===== src/rtl/mcpg_pkg.sv =====
// shared types and constants of the midpoint circle point generator
package mcpg_pkg;

  localparam int COORD_BITS  = 11;
  localparam int RADIUS_BITS = 10;
  localparam int OFFY_BITS   = RADIUS_BITS + 1;
  localparam int DEC_BITS    = 14;
  localparam int OUT_BITS    = 13;
  localparam int NUM_OCT     = 8;
  localparam int OCT_BITS    = 3;
  localparam int ADDR_BITS   = 2;

  localparam logic                 FUNC_START   = 1'b0;
  localparam logic                 FUNC_STEP    = 1'b1;
  localparam logic [ADDR_BITS-1:0] ADDR_OCTMASK = 2'd0;
  localparam logic [7:0]           OCTMASK_RST  = 8'hff;

  // one iteration handed from the front to the back
  typedef struct packed {
    logic [COORD_BITS-1:0]       cx;
    logic [COORD_BITS-1:0]       cy;
    logic [COORD_BITS-1:0]       x;
    logic signed [OFFY_BITS-1:0] y;
    logic                        done;
  } job_t;

endpackage


===== src/rtl/mcpg_fifo.sv =====
// small register queue between the iteration front and the point back end
module mcpg_fifo #(
  parameter int WIDTH = 8,
  parameter int DEPTH = 2
) (
  input  logic             clk_i,
  input  logic             rst_ni,
  input  logic             push_i,
  input  logic [WIDTH-1:0] data_i,
  output logic             full_o,
  input  logic             pop_i,
  output logic             valid_o,
  output logic [WIDTH-1:0] data_o
);

  localparam int AW = (DEPTH > 1) ? $clog2(DEPTH) : 1;
  localparam int CW = $clog2(DEPTH + 1);

  logic [WIDTH-1:0] mem_q [DEPTH];
  logic [AW-1:0]    wr_q, wr_d, rd_q, rd_d;
  logic [CW-1:0]    cnt_q, cnt_d;
  logic             do_push, do_pop;

  assign full_o  = (cnt_q == CW'(DEPTH));
  assign valid_o = (cnt_q != '0);
  assign data_o  = mem_q[rd_q];
  assign do_push = push_i && !full_o;
  assign do_pop  = pop_i && valid_o;

  always_comb begin
    wr_d  = wr_q;
    rd_d  = rd_q;
    cnt_d = cnt_q;
    if (do_push) begin
      wr_d = (wr_q == AW'(DEPTH - 1)) ? '0 : wr_q + AW'(1);
    end
    if (do_pop) begin
      rd_d = (rd_q == AW'(DEPTH - 1)) ? '0 : rd_q + AW'(1);
    end
    if (do_push && !do_pop) begin
      cnt_d = cnt_q + CW'(1);
    end else if (do_pop && !do_push) begin
      cnt_d = cnt_q - CW'(1);
    end
  end

  always_ff @(posedge clk_i or negedge rst_ni) begin
    if (!rst_ni) begin
      wr_q  <= '0;
      rd_q  <= '0;
      cnt_q <= '0;
    end else begin
      wr_q  <= wr_d;
      rd_q  <= rd_d;
      cnt_q <= cnt_d;
    end
  end

  always_ff @(posedge clk_i) begin
    if (do_push) begin
      mem_q[wr_q] <= data_i;
    end
  end

endmodule


===== src/rtl/mcpg_front.sv =====
// front end: takes start and step beats, runs the midpoint update, queues iterations
module mcpg_front import mcpg_pkg::*; (
  input  logic                   clk_i,
  input  logic                   rst_ni,
  input  logic                   in_valid_i,
  output logic                   in_ready_o,
  input  logic                   func_i,
  input  logic [COORD_BITS-1:0]  center_x_i,
  input  logic [COORD_BITS-1:0]  center_y_i,
  input  logic [RADIUS_BITS-1:0] radius_i,
  input  logic [NUM_OCT-1:0]     octant_mask_i,
  input  logic                   q_full_i,
  output logic                   q_push_o,
  output job_t                   q_job_o
);

  logic [COORD_BITS-1:0]       ox_q, ox_d;
  logic signed [OFFY_BITS-1:0] oy_q, oy_d;
  logic signed [DEC_BITS-1:0]  dec_q, dec_d;
  logic [COORD_BITS-1:0]       cx_q, cx_d, cy_q, cy_d;
  logic                        active_q, active_d;

  logic                        accept, emits, done;
  logic signed [DEC_BITS-1:0]  x_ext, y_ext;
  logic [COORD_BITS-1:0]       x_nx;
  logic signed [OFFY_BITS-1:0] y_nx;
  logic signed [DEC_BITS-1:0]  d_nx;

  assign in_ready_o = !q_full_i;
  assign accept     = in_valid_i && in_ready_o;

  assign x_ext = $signed({(DEC_BITS - COORD_BITS)'(0), ox_q});
  assign y_ext = {{(DEC_BITS - OFFY_BITS){oy_q[OFFY_BITS-1]}}, oy_q};

  always_comb begin
    if (dec_q <= 0) begin
      d_nx = dec_q + (x_ext <<< 2) + DEC_BITS'(6);
      y_nx = oy_q;
    end else begin
      d_nx = dec_q + ((x_ext - y_ext) <<< 2) + DEC_BITS'(10);
      y_nx = oy_q - OFFY_BITS'(1);
    end
    x_nx = ox_q + COORD_BITS'(1);
  end

  always_comb begin
    ox_d     = ox_q;
    oy_d     = oy_q;
    dec_d    = dec_q;
    cx_d     = cx_q;
    cy_d     = cy_q;
    active_d = active_q;
    emits    = 1'b0;
    done     = 1'b0;
    if (accept) begin
      if (func_i == FUNC_START) begin
        cx_d     = center_x_i;
        cy_d     = center_y_i;
        ox_d     = '0;
        oy_d     = $signed({1'b0, radius_i});
        dec_d    = DEC_BITS'(3)
                   - $signed({(DEC_BITS - RADIUS_BITS - 1)'(0), radius_i, 1'b0});
        active_d = 1'b1;
        emits    = 1'b1;
      end else if (active_q) begin
        ox_d  = x_nx;
        oy_d  = y_nx;
        dec_d = d_nx;
        done  = $signed({1'b0, x_nx}) > $signed({y_nx[OFFY_BITS-1], y_nx});
        if (done) begin
          active_d = 1'b0;
        end
        emits = 1'b1;
      end
    end
  end

  // the queued job carries the state after this beat
  assign q_push_o     = emits && (octant_mask_i != '0);
  assign q_job_o.cx   = cx_d;
  assign q_job_o.cy   = cy_d;
  assign q_job_o.x    = ox_d;
  assign q_job_o.y    = oy_d;
  assign q_job_o.done = done;

  always_ff @(posedge clk_i or negedge rst_ni) begin
    if (!rst_ni) begin
      ox_q     <= '0;
      oy_q     <= '0;
      dec_q    <= '0;
      cx_q     <= '0;
      cy_q     <= '0;
      active_q <= 1'b0;
    end else begin
      ox_q     <= ox_d;
      oy_q     <= oy_d;
      dec_q    <= dec_d;
      cx_q     <= cx_d;
      cy_q     <= cy_d;
      active_q <= active_d;
    end
  end

endmodule


===== src/rtl/mcpg_back.sv =====
// back end: walks the enabled symmetric points of one iteration, one beat a cycle unless stalled
module mcpg_back import mcpg_pkg::*; (
  input  logic                       clk_i,
  input  logic                       rst_ni,
  input  logic                       q_valid_i,
  input  job_t                       q_job_i,
  output logic                       q_pop_o,
  input  logic [NUM_OCT-1:0]         octant_mask_i,
  output logic                       out_valid_o,
  input  logic                       out_ready_i,
  output logic signed [OUT_BITS-1:0] point_x_o,
  output logic signed [OUT_BITS-1:0] point_y_o,
  output logic [OCT_BITS-1:0]        octant_o,
  output logic                       last_o,
  output logic                       done_o
);

  job_t                       job_q, job_d;
  logic [NUM_OCT-1:0]         rem_q, rem_d;
  logic                       busy_q, busy_d;
  logic                       valid_q, valid_d;
  logic signed [OUT_BITS-1:0] px_q, px_d, py_q, py_d;
  logic [OCT_BITS-1:0]        oct_q;
  logic                       last_q, done_q;

  logic                       out_free, emit, finishing, load;
  logic [OCT_BITS-1:0]        sel;
  logic [NUM_OCT-1:0]         sel_bit, rem_left;
  logic signed [OUT_BITS-1:0] cx, cy, xo, yo;

  assign out_free = !valid_q || out_ready_i;
  assign emit     = busy_q && out_free;

  // lowest enabled point still to go
  always_comb begin
    sel = '0;
    for (int i = NUM_OCT - 1; i >= 0; i--) begin
      if (rem_q[i]) begin
        sel = OCT_BITS'(i);
      end
    end
  end

  assign sel_bit   = NUM_OCT'(1) << sel;
  assign rem_left  = rem_q & ~sel_bit;
  assign finishing = emit && (rem_left == '0);
  assign load      = q_valid_i && (!busy_q || finishing);
  assign q_pop_o   = load;

  assign cx = $signed({(OUT_BITS - COORD_BITS)'(0), job_q.cx});
  assign cy = $signed({(OUT_BITS - COORD_BITS)'(0), job_q.cy});
  assign xo = $signed({(OUT_BITS - COORD_BITS)'(0), job_q.x});
  assign yo = {{(OUT_BITS - OFFY_BITS){job_q.y[OFFY_BITS-1]}}, job_q.y};

  always_comb begin
    case (sel)
      3'd0: begin px_d = cx + xo; py_d = cy + yo; end
      3'd1: begin px_d = cx - xo; py_d = cy + yo; end
      3'd2: begin px_d = cx + xo; py_d = cy - yo; end
      3'd3: begin px_d = cx - xo; py_d = cy - yo; end
      3'd4: begin px_d = cx + yo; py_d = cy + xo; end
      3'd5: begin px_d = cx - yo; py_d = cy + xo; end
      3'd6: begin px_d = cx + yo; py_d = cy - xo; end
      3'd7: begin px_d = cx - yo; py_d = cy - xo; end
      default: begin px_d = cx; py_d = cy; end
    endcase
  end

  always_comb begin
    job_d  = job_q;
    rem_d  = rem_q;
    busy_d = busy_q;
    if (load) begin
      job_d  = q_job_i;
      rem_d  = octant_mask_i;
      busy_d = (octant_mask_i != '0);
    end else if (emit) begin
      rem_d  = rem_left;
      busy_d = (rem_left != '0);
    end
    if (emit) begin
      valid_d = 1'b1;
    end else if (out_ready_i) begin
      valid_d = 1'b0;
    end else begin
      valid_d = valid_q;
    end
  end

  always_ff @(posedge clk_i or negedge rst_ni) begin
    if (!rst_ni) begin
      busy_q  <= 1'b0;
      valid_q <= 1'b0;
      rem_q   <= '0;
    end else begin
      busy_q  <= busy_d;
      valid_q <= valid_d;
      rem_q   <= rem_d;
    end
  end

  always_ff @(posedge clk_i) begin
    job_q <= job_d;
    if (emit) begin
      px_q   <= px_d;
      py_q   <= py_d;
      oct_q  <= sel;
      last_q <= (rem_left == '0);
      done_q <= job_q.done;
    end
  end

  assign out_valid_o = valid_q;
  assign point_x_o   = px_q;
  assign point_y_o   = py_q;
  assign octant_o    = oct_q;
  assign last_o      = last_q;
  assign done_o      = done_q;

endmodule


===== src/rtl/midpoint_circle_point_generator_top.sv =====
// Midpoint circle point generator, top level.
// Input stream: a start beat (tuser = 0) loads center and radius and emits the
// eight symmetric points of x = 0, y = radius; a step beat (tuser = 1) runs one
// midpoint update and emits the points of the new position. A step with no
// circle in progress is taken and gives nothing.
// Output stream: one point per beat, filtered by the octant mask register;
// tlast marks the last point of an input beat, tuser[3] the final iteration.
// Path of a beat: job queue, back end job register, output register.
// Throughput: the back end sends one point per cycle while the receiver is
// ready, one per set mask bit (8 with the full mask); the front end takes a
// beat every cycle while the FIFO_DEPTH job queue has room.
// Stall: when the receiver holds tready low the output register keeps its
// beat, the back end stops and the queue fills, then s_axis_tready drops.
// Reset: no circle in progress, queue and output empty, mask all ones.
// APB: register octant_mask at address 0; write only while the block is idle.
module midpoint_circle_point_generator_top import mcpg_pkg::*; #(
  parameter int FIFO_DEPTH = 2
) (
  input  logic                 clk_i,
  input  logic                 rst_ni,
  input  logic                 s_axis_tvalid,
  output logic                 s_axis_tready,
  input  logic [31:0]          s_axis_tdata,  // center_x, center_y, circle_radius
  input  logic [0:0]           s_axis_tuser,  // func
  output logic                 m_axis_tvalid,
  input  logic                 m_axis_tready,
  output logic [31:0]          m_axis_tdata,  // point_x, point_y, zero pad
  output logic [3:0]           m_axis_tuser,  // octant_index, circle_done
  output logic                 m_axis_tlast,  // last_of_run
  input  logic                 psel,
  input  logic                 penable,
  input  logic                 pwrite,
  input  logic [ADDR_BITS-1:0] paddr,
  input  logic [31:0]          pwdata,
  output logic [31:0]          prdata,
  output logic                 pready
);

  localparam int JOB_BITS = $bits(job_t);

  logic [NUM_OCT-1:0]         mask_q, mask_d;
  logic                       q_full, q_push, q_pop, q_valid;
  job_t                       push_job, head_job;
  logic [JOB_BITS-1:0]        head_bits;
  logic signed [OUT_BITS-1:0] pt_x, pt_y;
  logic [OCT_BITS-1:0]        oct;
  logic                       last, done;

  assign pready = 1'b1;
  assign prdata = (paddr == ADDR_OCTMASK) ? {24'd0, mask_q} : 32'd0;

  always_comb begin
    mask_d = mask_q;
    if (psel && penable && pwrite && pready && (paddr == ADDR_OCTMASK)) begin
      mask_d = pwdata[NUM_OCT-1:0];
    end
  end

  always_ff @(posedge clk_i or negedge rst_ni) begin
    if (!rst_ni) begin
      mask_q <= OCTMASK_RST;
    end else begin
      mask_q <= mask_d;
    end
  end

  mcpg_front u_front (
    .clk_i         (clk_i),
    .rst_ni        (rst_ni),
    .in_valid_i    (s_axis_tvalid),
    .in_ready_o    (s_axis_tready),
    .func_i        (s_axis_tuser[0]),
    .center_x_i    (s_axis_tdata[10:0]),
    .center_y_i    (s_axis_tdata[21:11]),
    .radius_i      (s_axis_tdata[31:22]),
    .octant_mask_i (mask_q),
    .q_full_i      (q_full),
    .q_push_o      (q_push),
    .q_job_o       (push_job)
  );

  mcpg_fifo #(
    .WIDTH (JOB_BITS),
    .DEPTH (FIFO_DEPTH)
  ) u_fifo (
    .clk_i   (clk_i),
    .rst_ni  (rst_ni),
    .push_i  (q_push),
    .data_i  (push_job),
    .full_o  (q_full),
    .pop_i   (q_pop),
    .valid_o (q_valid),
    .data_o  (head_bits)
  );

  assign head_job = head_bits;

  mcpg_back u_back (
    .clk_i         (clk_i),
    .rst_ni        (rst_ni),
    .q_valid_i     (q_valid),
    .q_job_i       (head_job),
    .q_pop_o       (q_pop),
    .octant_mask_i (mask_q),
    .out_valid_o   (m_axis_tvalid),
    .out_ready_i   (m_axis_tready),
    .point_x_o     (pt_x),
    .point_y_o     (pt_y),
    .octant_o      (oct),
    .last_o        (last),
    .done_o        (done)
  );

  assign m_axis_tdata = {6'd0, pt_y, pt_x};
  assign m_axis_tuser = {done, oct};
  assign m_axis_tlast = last;

endmodule

===== config.mk =====
export PLATFORM = sky130hd
export DESIGN_NAME = midpoint_circle_point_generator_top
export DESIGN_NICKNAME = d
export VERILOG_FILES = /design/src/rtl/mcpg_pkg.sv /design/src/rtl/mcpg_fifo.sv /design/src/rtl/mcpg_front.sv /design/src/rtl/mcpg_back.sv /design/src/rtl/midpoint_circle_point_generator_top.sv
export SDC_FILE = /design/constraint.sdc
export NUM_CORES = 1
export LEC_CHECK = 0
export BUFFER_PORTS_ARGS = -buffer_cell sky130_fd_sc_hd__buf_4
export CAP_MARGIN = 20
export CORE_AREA = 8 8 173 175
export DETAILED_ROUTE_END_ITERATION = 8
export DIE_AREA = 0 0 181 183
export PLACE_DENSITY = 0.82
export SETUP_SLACK_MARGIN = 0.5
export SLEW_MARGIN = 10
export SYNTH_ARGS = -nofsm -noshare
export SYNTH_HDL_FRONTEND = slang
export SYNTH_HIERARCHICAL = 1
export SYNTH_SLANG_ARGS = --single-unit
export TNS_END_PERCENT = 1

===== constraint.sdc =====
create_clock -name clk_i -period 11.2 [get_ports clk_i]
set_input_delay 0.56 -clock clk_i [delete_from_list [all_inputs] [get_ports clk_i]]
set_output_delay 0.56 -clock clk_i [all_outputs]
set_load 0.03 [all_outputs]

==> summary.txt <==
wire per inst -> 20.51 um
vias per inst -> 6.111
Initial Utilization -> 58.62%
htree depth -> 1
R2R Path Start -> u_back/rem_q[2]
global route overflow -> 0
layout cells sized above 1 -> 16.96%
Post CTS Setup Buffer Count -> 0
slowest CP cell -> or4_1
PortBufs -> 90
Post-synth EDFFs -> 166
CTS tree -> built
CP Launch Type -> register
most frequent cell after synthesis -> edfxtp_1
YS warnings -> 6
dominant synthesized flop cell -> edfxtp_1
Synth cell types -> 92
Synth Instances -> 1467
CP Class -> reg2reg
die height -> 183 um
Seq/Total Area, Yosys -> 43.84%
Async S/R FF share, synth -> 32.79%
Detailed Route WL -> 39.39 mm
Yosys top cell area share -> 31.12%
largest net degree at the start of global routing -> 47
Die ar. -> 33120 sq um
residual DRC count -> 0
I/O pin cnt -> 146
endpoints failing hold -> 0
number of global-route vias before repair -> 11590
Finished Core Util -> 64.97%
antenna violations before repair -> 0
setup ws final -> 6.436 ns
total CTS buffers -> 27
Max Slew Vio Count -> 0
GRT Util Overall -> 23.21%
R2R Path End -> u_back/point_x_o[9]
data required time at the worst endpoint -> 11.49 ns
Hold WC Path Type -> in2async
FP Rows -> 61
average size of a mapped cell -> 10.92 sq um
reg2reg path depth -> 12
most used cell along the critical path -> a21o_1
Placement Setup Slack -> 6.514 ns
CTS Hold Bufs -> 0
n_diodes -> 0
Tcrit/Tclk final -> 42.54%
Cell Area, Synth -> 16020 sq um
Slew HR -> 38.38%
Setup TNS -> 0 ns
Highest Clock Rate -> 209.9 MHz
CTS max path bufs -> 3
Critical Path AT -> 5.05 ns
detailed-route via count -> 11730
# resized after CTS -> 0
Final Skew -> 0.008790 ns
Max-Cap Viols -> 0
critical path capture point type -> register
flop2flop setup slack -> 6.44 ns
Sink Count -> 247
die width -> 181 um
final setup fails -> 0
CP max FO -> 26
Synth area leader -> edfxtp_1
global-route wire length before repair -> 62.21 mm
Final GP Congestion -> 0.9140
Yosys reg bits -> 247
First DRT Iteration DRCs -> 1103
crit path cell chain -> or4_1 -> a21o_1 -> inv_2 -> nand2_1 -> o21ai_0 -> xor2_1 -> ha_1 -> or2_2 -> o311ai_1 -> a21o_1 -> a21oi_1 -> or3_1
Clock Tree Root -> clkbuf_16
final net count -> 1772
Area growth, synth to finish -> 10.84%
ranking of synthesized cells by area -> edfxtp_1 (31%), dfrtp_1 (11%), ha_1 (11%)
Final min period -> 4.764 ns
clock-pin slew on the worst setup and hold paths -> 0.06 ns
worst skew pair latency -> 0.55 ns
RSZ-0062 raised after global routing -> false
Post-synth top cells -> edfxtp_1 (166), ha_1 (136), nor2_1 (89)
Placeable Area -> 27320 sq um
drt first pass iters -> 7
outcome -> complete, no violations
largest stage delay on the critical path -> 0.63 ns
Slew @ Worst Pin -> 0.9209 ns
Final HPWL DP -> 29.34 mm
post-route ant nets -> 0
## worst max path at each step
stage	from	slack [ns]	end	depth (start not counted)
6_report	u_back/rem_q[2]	6.44	u_back/point_x_o[9]	12
5_1_grt	u_back/rem_q[2]	6.24	u_back/point_x_o[9]	12
2_1_floorplan	u_back/rem_q[2]	6.32	u_fifo/cnt_q[1]	12
3_5_place_dp	u_back/rem_q[2]	6.51	u_back/point_x_o[9]	12
4_1_cts	u_back/rem_q[2]	6.49	u_back/point_x_o[9]	12
3_3_place_gp	u_back/rem_q[2]	6.63	u_back/point_x_o[9]	12
## stage by stage
stage / cells / instance area, sq um / hold slack [ns]
final: 1920 / 17750 / 0.005305
after global routing: 1920 / 17750 / 0.03333
after detailed placement: 1868 / 16800 / 0.4810
after floorplan: 1496 / 16130 / 0.2644
after global placement: 1868 / 16800 / 0.4749
after CTS: 1918 / 17720 / 0.01485
## routing by layer
layer  up-vias  part of all wire, %  global-route usage [%]
li1       5567                    -                       -
met1      5677                   43                   30.74
met2       415                   47                   38.73
met3        74                  6.3                   3.601
met4         0                  3.3                   7.773
met5         -                    0                       0
## final cells by class
| type | count | area [sq um] |
|---|---|---|
| clock buffers | 38 | 757.0 |
| well taps | 346 | 432.9 |
| flip-flops and latches | 247 | 7023 |
| clock inverters | 12 | 158.9 |
| fillers | 2095 | 9570 |
| inverters | 81 | 304.0 |
| multi-input cells | 1094 | 8294 |
| repair buffers | 102 | 783.3 |
## placed cells by master (no fill, tap or decap), drive strengths merged, types with 9 or more instances in the layout
master and count:
nand2 79, edfxtp 166, nand2b 25, buf 101, a211oi 20, clkbuf 38, or3 14, ha 136
and2 11, o21a 21, a22oi 10, o21ai 100, and3 9, xor2 33, fa 9, o211ai 15
mux2i 9, a21oi 86, xnor2 60, nor2b 19, a21o 26, nor2 92, nor3 24, nor4 17
dfrtp 73, o22ai 14, nand3 36, mux2 77, inv 83, a31oi 12, conb 31
## flip-flops by register name (all words and copies together), names as in the netlist, 8 cells and up
| register | cells |
|---|---|
| u_front/ox_q | 11 |
| u_back/cx | 11 |
| u_back/rem_q | 8 |
| u_front/dec_q | 14 |
| u_back/job_q | 23 |
| u_back/cy | 11 |
| mask_q | 8 |
| u_back/point_y_o | 13 |
| u_back/point_x_o | 13 |
| u_front/cx_q | 11 |
| u_front/cy_q | 11 |
| u_fifo/mem_q | 90 |
| u_front/oy_q | 11 |
## worst max-delay path, delay by kind of cell, from the launching register on
| kind | cells | cell delay (ns) |
|---|---|---|
| xor gates and xnor gates | 1 | 0.18 |
| adders and majority gates | 1 | 0.24 |
| and+or+nand+nor | 4 | 1.57 |
| DFF | 1 | 0.47 |
| AOI/OAI and AO/OA | 5 | 1.42 |
| buffers and inverters | 1 | 0.60 |
## cell families after synthesis
group | after synthesis | synth area share (%)
compound gates | 385 | 15.83
simple gates | 353 | 11.23
flops | 247 | 43.84
buf+inv | 155 | 5.218
fa+ha+maj | 146 | 11.81
xor+xnor | 93 | 5.132
mux | 86 | 6.890
other cells | 2 | 0.04689
Power is left out: the tool's default activity adds up to more than one toggle a clock period on the data nets, which glitch-free logic cannot reach.
